===== config.mk =====
export PLATFORM = sky130hd
export DESIGN_NAME = status_led_animation_generator
export DESIGN_NICKNAME = d
export VERILOG_FILES = /design/src/rtl/slag_pkg.sv /design/src/rtl/slag_phase.sv /design/src/rtl/status_led_animation_generator.sv
export SDC_FILE = /design/constraint.sdc
export NUM_CORES = 2
export LEC_CHECK = 0
export ABC_AREA = 1
export BUFFER_PORTS_ARGS = -buffer_cell sky130_fd_sc_hd__buf_2
export CORE_UTILIZATION = 45
export CTS_CLUSTER_SIZE = 10
export DETAILED_ROUTE_END_ITERATION = 16
export GPL_ROUTABILITY_DRIVEN = 0
export RECOVER_POWER = 25
export SETUP_SLACK_MARGIN = 0.4
export SLEW_MARGIN = 20
export SYNTH_ARGS = -nofsm -noshare
export SYNTH_HDL_FRONTEND = slang
export SYNTH_HIERARCHICAL = 1
export SYNTH_SLANG_ARGS = --single-unit
export TNS_END_PERCENT = 1

===== constraint.sdc =====
create_clock -name clk -period 9.8 [get_ports clk]
set_input_delay 0.49 -clock clk [delete_from_list [all_inputs] [get_ports clk]]
set_output_delay 0.49 -clock clk [all_outputs]
set_load 0.005 [all_outputs]

===== src/rtl/slag_pkg.sv =====
// ---------------------------------------------------------------------------
// slag_pkg
// Shared types, status table and reciprocal constants for the status LED
// animation generator.
// ---------------------------------------------------------------------------
`default_nettype none

package slag_pkg;

  localparam int unsigned PEAK_LEVEL = 32;
  localparam int unsigned CONNECT_GREEN = 20;
  localparam int unsigned FULL_FACTOR = 255;

  typedef logic [2:0] status_t;

  localparam status_t ST_OFFLINE    = 3'd0;
  localparam status_t ST_CONNECTING = 3'd1;
  localparam status_t ST_WAITING    = 3'd2;
  localparam status_t ST_WORKING    = 3'd3;
  localparam status_t ST_YOLO       = 3'd4;

  typedef struct packed {
    logic    valid;
    status_t status;
  } stage_ctl_t;

  // now / period: floor reciprocal, quotient may be one low
  localparam int unsigned RECIP_SHIFT = 41;
  // x*255 / half: ceil reciprocal, exact for x*255 < 2^18
  localparam int unsigned HALF_SHIFT  = 40;
  // p / 255: ceil reciprocal, exact for p < 2^13
  localparam int unsigned SCALE_SHIFT = 24;

  localparam logic [31:0] RECIP_600  = 32'((64'd1 << RECIP_SHIFT) / 600);
  localparam logic [31:0] RECIP_800  = 32'((64'd1 << RECIP_SHIFT) / 800);
  localparam logic [31:0] RECIP_1000 = 32'((64'd1 << RECIP_SHIFT) / 1000);
  localparam logic [31:0] RECIP_2000 = 32'((64'd1 << RECIP_SHIFT) / 2000);

  localparam logic [31:0] HRECIP_300  = 32'(((64'd1 << HALF_SHIFT) + 299) / 300);
  localparam logic [31:0] HRECIP_400  = 32'(((64'd1 << HALF_SHIFT) + 399) / 400);
  localparam logic [31:0] HRECIP_500  = 32'(((64'd1 << HALF_SHIFT) + 499) / 500);
  localparam logic [31:0] HRECIP_1000 = 32'(((64'd1 << HALF_SHIFT) + 999) / 1000);

  localparam logic [31:0] SCALE_RECIP =
    32'(((64'd1 << SCALE_SHIFT) + FULL_FACTOR - 1) / FULL_FACTOR);

  function automatic logic [10:0] period_of(status_t s);
    logic [10:0] p;
    case (s)
      ST_CONNECTING: p = 11'd800;
      ST_WAITING:    p = 11'd2000;
      ST_YOLO:       p = 11'd1000;
      default:       p = 11'd600;
    endcase
    return p;
  endfunction

  function automatic logic [9:0] half_of(status_t s);
    logic [9:0] h;
    case (s)
      ST_CONNECTING: h = 10'd400;
      ST_WAITING:    h = 10'd1000;
      ST_YOLO:       h = 10'd500;
      default:       h = 10'd300;
    endcase
    return h;
  endfunction

  function automatic logic [31:0] recip_of(status_t s);
    logic [31:0] r;
    case (s)
      ST_CONNECTING: r = RECIP_800;
      ST_WAITING:    r = RECIP_2000;
      ST_YOLO:       r = RECIP_1000;
      default:       r = RECIP_600;
    endcase
    return r;
  endfunction

  function automatic logic [31:0] half_recip_of(status_t s);
    logic [31:0] r;
    case (s)
      ST_CONNECTING: r = HRECIP_400;
      ST_WAITING:    r = HRECIP_1000;
      ST_YOLO:       r = HRECIP_500;
      default:       r = HRECIP_300;
    endcase
    return r;
  endfunction

  function automatic logic is_blink(status_t s);
    return (s == ST_OFFLINE);
  endfunction

  function automatic logic [7:0] red_of(status_t s);
    logic [7:0] c;
    case (s)
      ST_OFFLINE, ST_CONNECTING, ST_YOLO: c = 8'(PEAK_LEVEL);
      default:                            c = 8'd0;
    endcase
    return c;
  endfunction

  function automatic logic [7:0] green_of(status_t s);
    logic [7:0] c;
    case (s)
      ST_CONNECTING: c = 8'(CONNECT_GREEN);
      ST_WAITING:    c = 8'(PEAK_LEVEL);
      default:       c = 8'd0;
    endcase
    return c;
  endfunction

  function automatic logic [7:0] blue_of(status_t s);
    logic [7:0] c;
    case (s)
      ST_WORKING, ST_YOLO: c = 8'(PEAK_LEVEL);
      default:             c = 8'd0;
    endcase
    return c;
  endfunction

endpackage

`default_nettype wire


===== src/rtl/slag_phase.sv =====
// ---------------------------------------------------------------------------
// slag_phase
// Three-stage modulo unit: phase = now_ms mod period by reciprocal multiply,
// back-multiply and one correcting subtract.
// ---------------------------------------------------------------------------
`default_nettype none

module slag_phase (
  input  wire logic               clk,
  input  wire logic               rst_n,
  input  wire logic               en,
  input  wire slag_pkg::stage_ctl_t ctl_in,
  input  wire logic [31:0]        now_in,
  output slag_pkg::stage_ctl_t    ctl_out,
  output logic [10:0]             phase_out
);

  slag_pkg::stage_ctl_t ctl_a_r, ctl_b_r, ctl_c_r;
  logic [22:0] quot_a_r;
  logic [11:0] now_a_r;
  logic [11:0] back_b_r;
  logic [11:0] now_b_r;
  logic [10:0] phase_c_r;

  logic [63:0] quot_prod;
  logic [31:0] back_prod;
  logic [11:0] diff;
  logic [11:0] period_w;
  logic [11:0] phase_nxt;

  always_comb begin
    quot_prod = 64'(now_in) * 64'(slag_pkg::recip_of(ctl_in.status));
    back_prod = 32'(quot_a_r) * 32'(slag_pkg::period_of(ctl_a_r.status));
    // true remainder is below twice the period, so 12 bits wrap cleanly
    diff      = now_b_r - back_b_r;
    period_w  = 12'(slag_pkg::period_of(ctl_b_r.status));
    phase_nxt = (diff >= period_w) ? (diff - period_w) : diff;
  end

  always_ff @(posedge clk) begin
    if (!rst_n) begin
      ctl_a_r <= '0;
      ctl_b_r <= '0;
      ctl_c_r <= '0;
    end else if (en) begin
      ctl_a_r <= ctl_in;
      ctl_b_r <= ctl_a_r;
      ctl_c_r <= ctl_b_r;
    end
  end

  always_ff @(posedge clk) begin
    if (en) begin
      quot_a_r  <= quot_prod[63:slag_pkg::RECIP_SHIFT];
      now_a_r   <= now_in[11:0];
      back_b_r  <= back_prod[11:0];
      now_b_r   <= now_a_r;
      phase_c_r <= phase_nxt[10:0];
    end
  end

  assign ctl_out   = ctl_c_r;
  assign phase_out = phase_c_r;

endmodule

`default_nettype wire


===== src/rtl/status_led_animation_generator.sv =====
// ---------------------------------------------------------------------------
// status_led_animation_generator
// Per tick word, one GRB colour triple from the configured status and time.
//
//   channel | ports                         | direction
//   in      | in_valid/in_stall, in_now_ms  | tick word in
//   out     | out_valid/out_stall, levels   | GRB word out
//   cfg     | APB psel..pready              | status_select at offset 0
//
// Eight register stages; one word accepted per cycle while no out word is held.
// Depth set by the modulo unit (three multiply/correct stages), the factor
// divide and the /255 scale multiply.
// A held out word freezes the whole pipeline; in_stall follows it.
// Synchronous active-low reset clears valids and status_select (offline).
// ---------------------------------------------------------------------------
`default_nettype none

module status_led_animation_generator (
  input  wire logic        clk,
  input  wire logic        rst_n,
  input  wire logic        in_valid,
  output logic             in_stall,
  input  wire logic [31:0] in_now_ms,
  output logic             out_valid,
  input  wire logic        out_stall,
  output logic [7:0]       out_green_level,
  output logic [7:0]       out_red_level,
  output logic [7:0]       out_blue_level,
  input  wire logic        psel,
  input  wire logic        penable,
  input  wire logic        pwrite,
  input  wire logic [2:0]  paddr,
  input  wire logic [31:0] pwdata,
  output logic [31:0]      prdata,
  output logic             pready
);

  logic en;

  slag_pkg::status_t status_r;

  slag_pkg::stage_ctl_t ctl1_r, ctl4, ctl5_r, ctl6_r, ctl7_r;
  logic [31:0] now1_r;
  logic [10:0] phase4;
  logic [17:0] num5_r;
  logic        below5_r;
  logic [7:0]  factor6_r;
  logic [12:0] red7_r, green7_r, blue7_r;
  logic        out_valid_r;
  logic [7:0]  green_r, red_r, blue_r;

  slag_pkg::status_t status_eff;
  logic [9:0]  half4;
  logic        below4;
  logic [9:0]  x4;
  logic [49:0] fprod;
  logic [7:0]  factor_nxt;
  logic [15:0] red_p, green_p, blue_p;
  logic [31:0] red_s, green_s, blue_s;

  // config
  assign pready = 1'b1;
  assign prdata = paddr[2] ? 32'd0 : {29'd0, status_r};

  always_ff @(posedge clk) begin
    if (!rst_n) begin
      status_r <= slag_pkg::ST_OFFLINE;
    end else if (psel && penable && pwrite && !paddr[2]) begin
      status_r <= pwdata[2:0];
    end
  end

  assign en       = !(out_valid_r && out_stall);
  assign in_stall = !en;

  assign status_eff = (status_r > slag_pkg::ST_YOLO) ? slag_pkg::ST_OFFLINE : status_r;

  // stage 1: capture tick
  always_ff @(posedge clk) begin
    if (!rst_n) begin
      ctl1_r <= '0;
    end else if (en) begin
      ctl1_r <= '{valid: in_valid, status: status_eff};
    end
  end

  always_ff @(posedge clk) begin
    if (en) begin
      now1_r <= in_now_ms;
    end
  end

  // stages 2 to 4: phase
  slag_phase u_phase (
    .clk       (clk),
    .rst_n     (rst_n),
    .en        (en),
    .ctl_in    (ctl1_r),
    .now_in    (now1_r),
    .ctl_out   (ctl4),
    .phase_out (phase4)
  );

  always_comb begin
    half4  = slag_pkg::half_of(ctl4.status);
    below4 = (phase4 < 11'(half4));
    x4     = below4 ? phase4[9:0] : 10'(slag_pkg::period_of(ctl4.status) - phase4);
    fprod  = 50'(num5_r) * 50'(slag_pkg::half_recip_of(ctl5_r.status));
    if (slag_pkg::is_blink(ctl5_r.status)) begin
      factor_nxt = below5_r ? 8'(slag_pkg::FULL_FACTOR) : 8'd0;
    end else begin
      factor_nxt = fprod[slag_pkg::HALF_SHIFT +: 8];
    end
    red_p   = 16'(slag_pkg::red_of(ctl6_r.status))   * 16'(factor6_r);
    green_p = 16'(slag_pkg::green_of(ctl6_r.status)) * 16'(factor6_r);
    blue_p  = 16'(slag_pkg::blue_of(ctl6_r.status))  * 16'(factor6_r);
    red_s   = 32'(red7_r)   * slag_pkg::SCALE_RECIP;
    green_s = 32'(green7_r) * slag_pkg::SCALE_RECIP;
    blue_s  = 32'(blue7_r)  * slag_pkg::SCALE_RECIP;
  end

  // stages 5 to 8
  always_ff @(posedge clk) begin
    if (!rst_n) begin
      ctl5_r      <= '0;
      ctl6_r      <= '0;
      ctl7_r      <= '0;
      out_valid_r <= 1'b0;
    end else if (en) begin
      ctl5_r      <= ctl4;
      ctl6_r      <= ctl5_r;
      ctl7_r      <= ctl6_r;
      out_valid_r <= ctl7_r.valid;
    end
  end

  always_ff @(posedge clk) begin
    if (en) begin
      num5_r    <= 18'({x4, 8'd0}) - 18'(x4);
      below5_r  <= below4;
      factor6_r <= factor_nxt;
      red7_r    <= red_p[12:0];
      green7_r  <= green_p[12:0];
      blue7_r   <= blue_p[12:0];
      red_r     <= red_s[31:slag_pkg::SCALE_SHIFT];
      green_r   <= green_s[31:slag_pkg::SCALE_SHIFT];
      blue_r    <= blue_s[31:slag_pkg::SCALE_SHIFT];
    end
  end

  assign out_valid       = out_valid_r;
  assign out_green_level = green_r;
  assign out_red_level   = red_r;
  assign out_blue_level  = blue_r;

endmodule

`default_nettype wire


== Word-level counts from Yosys, hierarchy flattened ==
Cells that the tools add are included.

* Memory bits (writable): 0
* Memories kept: 0
* Bits in latches: 0
* Input bits: 74
* Output and inout bits: 59
* ROM bits: 0
* Register bits: 215

* Muxes and demuxes: 15
* Eq/ne operators: 19
* Divide/modulo/power cells: 0
* Magnitude comparators: 3
* $add $sub $neg: 4
* Reduce and logical (&&, ||, !) cells: 9
* Multipliers: 9
* Shifts and indexed selects: 0
* Bitwise logic cells: 0

{| class="wikitable"
|+ Operators by type and width
! cell !! number
|-
| case mux 32 bit (3 select lines) || 2
|-
| multiplier 13 x 16 -> 29 bit (second input constant) || 3
|-
| case mux 11 bit (3 select lines) || 2
|-
| multiplier 32 x 32 -> 64 bit || 1
|-
| multiplier 18 x 32 -> 48 bit || 1
|-
| multiplier 8 x 8 -> 13 bit || 3
|-
| case mux 10 bit (3 select lines) || 1
|-
| case mux 9 bit (3 select lines) || 1
|-
| multiplier 23 x 11 -> 12 bit || 1
|-
| equality test 3 x 2 -> 1 bit (second input constant) || 7
|-
| equality test 3 x 1 -> 1 bit (second input constant) || 6
|-
| equality test 3 bit (second input constant) || 6
|-
| subtractor 18 x 10 -> 18 bit || 1
|-
| 2-to-1 mux 8 bit || 2
|-
| >= comparator 12 x 11 -> 1 bit || 1
|-
| 2-to-1 mux 6 bit || 2
|-
| case mux 6 bit (2 select lines) || 1
|-
| subtractor 12 bit || 1
|-
| < comparator 11 x 10 -> 1 bit || 1
|-
| 2-to-1 mux 11 bit || 1
|-
| subtractor 11 bit || 1
|-
| 2-to-1 mux 10 bit || 1
|-
| subtractor 10 bit || 1
|-
| zero test 3 bit || 2
|-
| other kinds (6) || 10
|}

== Logic depth before layout (Yosys ltp) ==
* Depth in word-level cells: 5
* Depth in mapped cells: 38
* Mapped depth without buffers: 35

== By module ==
The synthesis kept the hierarchy.

{| class="wikitable"
|+ Modules (own cells, without submodules)
! module !! area each (sq um) !! sequential area each (sq um) !! cells an instance !! instances
|-
| slag_phase || 30249.0 || 1831.8 || 3507 || 1
|-
| status_led_animation_generator || 22424.0 || 3463.3 || 2601 || 1
|}

== Worst setup path after synthesis ==
OpenSTA, ideal clock, no wires.

* Path type: reg-to-reg
* From: reg ctl1_r[0] in the netlist's numbering
* To: reg u_phase.quot_a_r[8] (data pin)
* Buffers on the path: 5
* Arrival time: 7.070 ns
* Clock period less this slack: 7.323 ns
* Stages on the path, launching flop included: 32
* Slack: 2.477 ns
* Required time: 9.548 ns
* Cells stage by stage: dfxtp_1 -> nor2_2 -> nand2_4 -> buf_6 -> buf_6 -> buf_6 -> buf_2 -> buf_2 -> nor2_1 -> inv_1 -> fa_1 -> inv_1 -> fa_1 -> fa_1 -> inv_1 -> fa_1 -> inv_1 -> fa_1 -> fa_1 -> fa_1 -> inv_1 -> fa_1 -> inv_1 -> ha_1 -> a21o_1 -> a21oi_1 -> a21boi_0 -> o21ai_0 -> a21oi_1 -> nand2_1 -> nand3_1 -> nand2_1

* Longest elaborated chain between the ends: 3

{| class="wikitable"
|+ Ends and longest elaborated chain
! what !! RTL line !! source
|-
| start, declared || status_led_animation_generator.sv:42 || <nowiki>slag_pkg::stage_ctl_t ctl1_r, ctl4, ctl5_r, ctl6_r, ctl7_r;</nowiki>
|-
| start signal, assigned || status_led_animation_generator.sv:83 || <nowiki>ctl1_r <= '{valid: in_valid, status: status_eff};</nowiki>
|-
| equality test 3 bit (tied with other cells) || slag_pkg.sv:71 || <nowiki>case (s)</nowiki>
|-
| case mux 32 bit (3 select lines) * || slag_pkg.sv:71 ||
|-
| multiplier 32 x 32 -> 64 bit * || slag_phase.sv:32 || <nowiki>quot_prod = 64'(now_in) * 64'(slag_pkg::recip_of(ctl_in.status));</nowiki>
|-
| named net u_phase.quot_prod[49] || slag_phase.sv:25 || <nowiki>logic [63:0] quot_prod;</nowiki>
|-
| end signal, assigned || slag_phase.sv:54 || <nowiki>quot_a_r <= quot_prod[63:slag_pkg::RECIP_SHIFT];</nowiki>
|-
| end, declared || slag_phase.sv:19 || <nowiki>logic [22:0] quot_a_r;</nowiki>
|}

The timed path passes the listed nets; every way through them passes the cells marked *.
A chain may end at the register's enable or synchronous reset.

== Final worst setup path ==
* From: reg ctl1_r[1] in the netlist's numbering
* To: reg u_phase.quot_a_r[1] (data pin)

The elaborated chain is that of the path after synthesis.

==> summary.txt <==
STA
------------------------------------------------------------------------------------------
Final-layout setup total negative slack                                               0 ns
Max-slew headroom                                                                    16.6%
Final hold slack                                                                  0.105 ns
Transition time at the pin with the least slew margin                              1.25 ns
Count of final max-slew check failures                                                   0
Worst Clk Skew                                                                   0.0276 ns
Post-route clock period utilization                                                  88.9%
Hold violation total from the final report                                               0
Min Tclk post-route                                                                8.72 ns
Highest clock rate                                                               0.115 GHz
Setup violations, final                                                                  0
RSZ-0062 raised after global routing                                                 false

LOGIC SYNTHESIS
------------------------------------------------------------------------------------------
Synthesized-area fraction occupied by ao, oa, aoi and oai cells                      3.93%
Ys Warns                                                                                 6
Number of instances in the synthesized netlist                                       6,108
Simple-gate portion of the synthesized area                                          13.0%
Synth Area in Adders                                                                 55.6%
Post-synthesis average cell area                                                 8.62 um^2
Proportion of synthesized chip area in sequential cells                              10.1%
Main combinational cell family by area after synthesis                         adder cells
Number of flops mapped to enable cells by yosys                                        157
Mux contribution to synthesized area                                                    0%
Async set-reset flop share out of synthesis                                             0%
Number of synthesized register bits                                                    186
Post-synthesis cell type count                                                          59
Main flop type after synthesis                                                    edfxtp_1
Synthesized area                                                               52,700 um^2
XOR/XNOR share of the synthesized area                                               1.54%

DRT
------------------------------------------------------------------------------------------
Antenna Violating Nets Remaining                                                         0
Mean routed wirelength per cell                                                    21.0 um
Via-per-instance ratio                                                                5.07
DRC violations left                                                                      0
Initial detailed-routing violation count                                             3,248
Drt pass-1 iters                                                                         6
Routed vias                                                                         38,800
Total routed wirelength                                                             161 mm

FLOORPLANNING
------------------------------------------------------------------------------------------
Die Footprint                                                                 118,000 um^2
Die outline width                                                                   344 um
Initial core utilization                                                             45.4%
I/O pin cnt                                                                            133
Height of the die                                                                   344 um
Floorplan core area                                                           116,000 um^2
Rows                                                                                   125

CLOCK TREE
------------------------------------------------------------------------------------------
Total of cells resized after clock tree synthesis                                        0
# hold bufs at CTS                                                                       0
Number of levels the H-tree was split into                                               4
Maximum number of buffers from clock root to sink                                        2
Clock tree from TritonCTS                                                             done
Number of buffers created by CTS                                                        17
Post-CTS setup buffer count                                                              0
Clock root buffer                                                                clkbuf_16
Clk_lat worst skew                                                                 0.55 ns
Clock edge transition at the registers on the reported setup and hold paths        0.11 ns
Number of sinks handled by clock tree synthesis                                        186

SETUP PATH
------------------------------------------------------------------------------------------
Critical Path End                                                             u_phase/quot_a_r[1]
Worst Path Required                                                               10.07 ns
Critical Path Max Stage Delay                                                      0.73 ns
Worst setup slack for register-to-register paths                                   1.08 ns
Length in cells of the worst reg-to-reg path                                            27
Endpoint arrival time on the critical path                                         8.99 ns
Most common cell on crit path                                                         fa_1
Type of the setup path with the least slack                                   flop to flop
Critical path fanouts, max                                                              64
Max stage delay cell, worst path                                                      fa_1
Capturing point of the worst reg2reg path                                     u_phase/quot_a_r[1]
Worst Setup Start Kind                                                                flop
RR Startpoint                                                                    ctl1_r[1]
Endpoint kind of the worst setup timing path                                          flop
Startpoint of the worst setup timing path                                        ctl1_r[1]

FINISH
------------------------------------------------------------------------------------------
Count of nets after finishing                                                        7,845
Count of antenna diodes in the layout                                                    0
Relative area change from synthesis to final layout                                  4.74%
Fraction of final layout cells with drive strength greater than 1                    3.13%

GRT
------------------------------------------------------------------------------------------
Total global routing track utilization                                               28.4%
Via count of the first global-routing pass                                          41,600
Global-route wire length before repair                                              247 mm
Total congestion overflow after global routing                                           0
Largest net degree at the start of global routing                                       84
Number of antenna violations at the first check in global routing                        1

PLACED DESIGN
------------------------------------------------------------------------------------------
Estimated wirelength of the detail-placed design                                    142 mm
Total of buffers placed on input and output ports                                       65

JOB
------------------------------------------------------------------------------------------
Count of max-cap constraint violations                                                   0

HOLD PATH
------------------------------------------------------------------------------------------
Worst min-delay path class                                                    primary input to flop

RUN STATUS
------------------------------------------------------------------------------------------
Run status                                                                    finished clean

## state kept, by name (all words and copies together), names as in the netlist, 6 cells and up
| name | flops |
|---|---|
| now1_r | 32 |
| num5_r | 18 |
| u_phase/now_a_r | 12 |
| u_phase/now_b_r | 12 |
| green7_r | 11 |
| u_phase/phase_out | 11 |
| u_phase/back_b_r | 9 |
| u_phase/quot_a_r | 9 |
| blue7_r | 8 |
| factor6_r | 8 |
| red7_r | 8 |
| out_blue_level | 6 |
| out_green_level | 6 |
| out_red_level | 6 |
## layer usage
| layer | GRT usage (%) | up-vias | wire length (um) |
|---|---|---|---|
| li1 | - | 17600 | - |
| met1 | 35.8 | 19100 | 63000 |
| met2 | 45.3 | 1693 | 73400 |
| met3 | 5.99 | 426 | 13400 |
| met4 | 16.4 | 2 | 10900 |
| met5 | 0 | - | 13 |
## through the flow
stage	instances	utilization, %	cell area (um^2)	setup WS (ns)
final	7652	47.5	55200	1.08
after global routing	7652	47.5	55200	0.901
after CTS	7652	47.6	55200	1.36
after detailed placement	7620	47.0	54500	1.36
after global placement	7620	47.0	54500	1.39
after floorplan	6142	-	52800	2.48
## critical path, delay by kind of cell, from the launching register on
family                   cells  cell delay, ns
flip-flops                   1            0.36
AND/OR/NAND/NOR              7            1.22
XOR/XNOR                     1            0.15
AO/OA/AOI/OAI                3            0.82
adder cells (fa/ha/maj)      9            4.75
buffers and inverters        7            1.06
## placed cells by master, fill, tap and decap left out, types with 4 or more instances in the layout
master,count
a21boi_0,6
a21o_1,39
a21oi_1,143
a31oi_1,8
and3_1,7
buf_2,51
buf_4,21
clkbuf_1,15
clkbuf_16,18
clkinv_1,18
clkinv_8,7
conb_1,37
dfxtp_1,29
edfxtp_1,157
fa_1,1139
ha_1,517
inv_1,2007
inv_12,4
inv_2,13
nand2_1,717
nand2_2,20
nand2_4,16
nand3_1,104
nand3_2,8
nand3b_1,7
nand4_1,49
nor2_1,647
nor2_2,6
nor2_4,4
nor3_1,27
nor4_1,4
o211ai_1,5
o21a_1,4
o21ai_0,116
o21ai_1,4
o21bai_1,24
or2_2,8
xnor2_1,33
xor2_1,58
## synthesized netlist by cell type, types with 13 or more instances
library cell  number  area share [%]
a21oi_1          143             1.4
o21bai_1          24            0.34
a21o_1            39            0.56
nand2_1          719             5.1
nand2_4           15            0.32
buf_2             17            0.16
inv_1           2007              14
buf_4             36            0.51
buf_1             13           0.093
dfxtp_1           29             1.1
ha_1             517              12
nor2_1           647             4.6
nor3_1            27            0.26
xor2_1            58            0.96
nand4_1           49            0.58
clkbuf_1          63            0.45
edfxtp_1         157             9.0
o21ai_0          115             1.1
clkinv_1          18            0.13
fa_1            1139              43
xnor2_1           33            0.55
nand3_1          104            0.99
nand2_2           19            0.23
inv_2             13           0.093
## worst min path at each step
| stage | startpoint | to | cells past startpoint |
|---|---|---|---|
| final | in_now_ms[16] | now1_r[16] | 1 |
| after global routing | in_now_ms[17] | now1_r[17] | 1 |
| after detailed placement | u_phase/now_a_r[11] | u_phase/now_b_r[11] | 0 |
| after floorplan | u_phase/now_a_r[0] | u_phase/now_b_r[0] | 0 |
| after CTS | in_now_ms[16] | now1_r[16] | 1 |
| after global placement | u_phase/now_a_r[11] | u_phase/now_b_r[11] | 0 |
## kinds of logic (layout without fill, tap and decap cells)
family | Yosys count | in the layout
buf+inv | 2172 | 2158
xor+xnor | 92 | 92
compound gates | 362 | 362
fa+ha+maj | 1656 | 1656
simple gates | 1637 | 1637
flops | 186 | 186
other cells | 3 | 37
## layout make-up
type / count / area, um^2
Clock buffer: 18 / 450
Fill cell: 11400 / 60900
Sequential cell: 186 / 5300
Clock inverter: 14 / 203
Multi-Input combinational cell: 3784 / 39200
Inverter: 2038 / 7650
Timing Repair Buffer: 88 / 489
Tap cell: 1524 / 1910
Power is not shown: default switching activity piles up to over one toggle a cycle in this logic, so the estimate is an artifact.
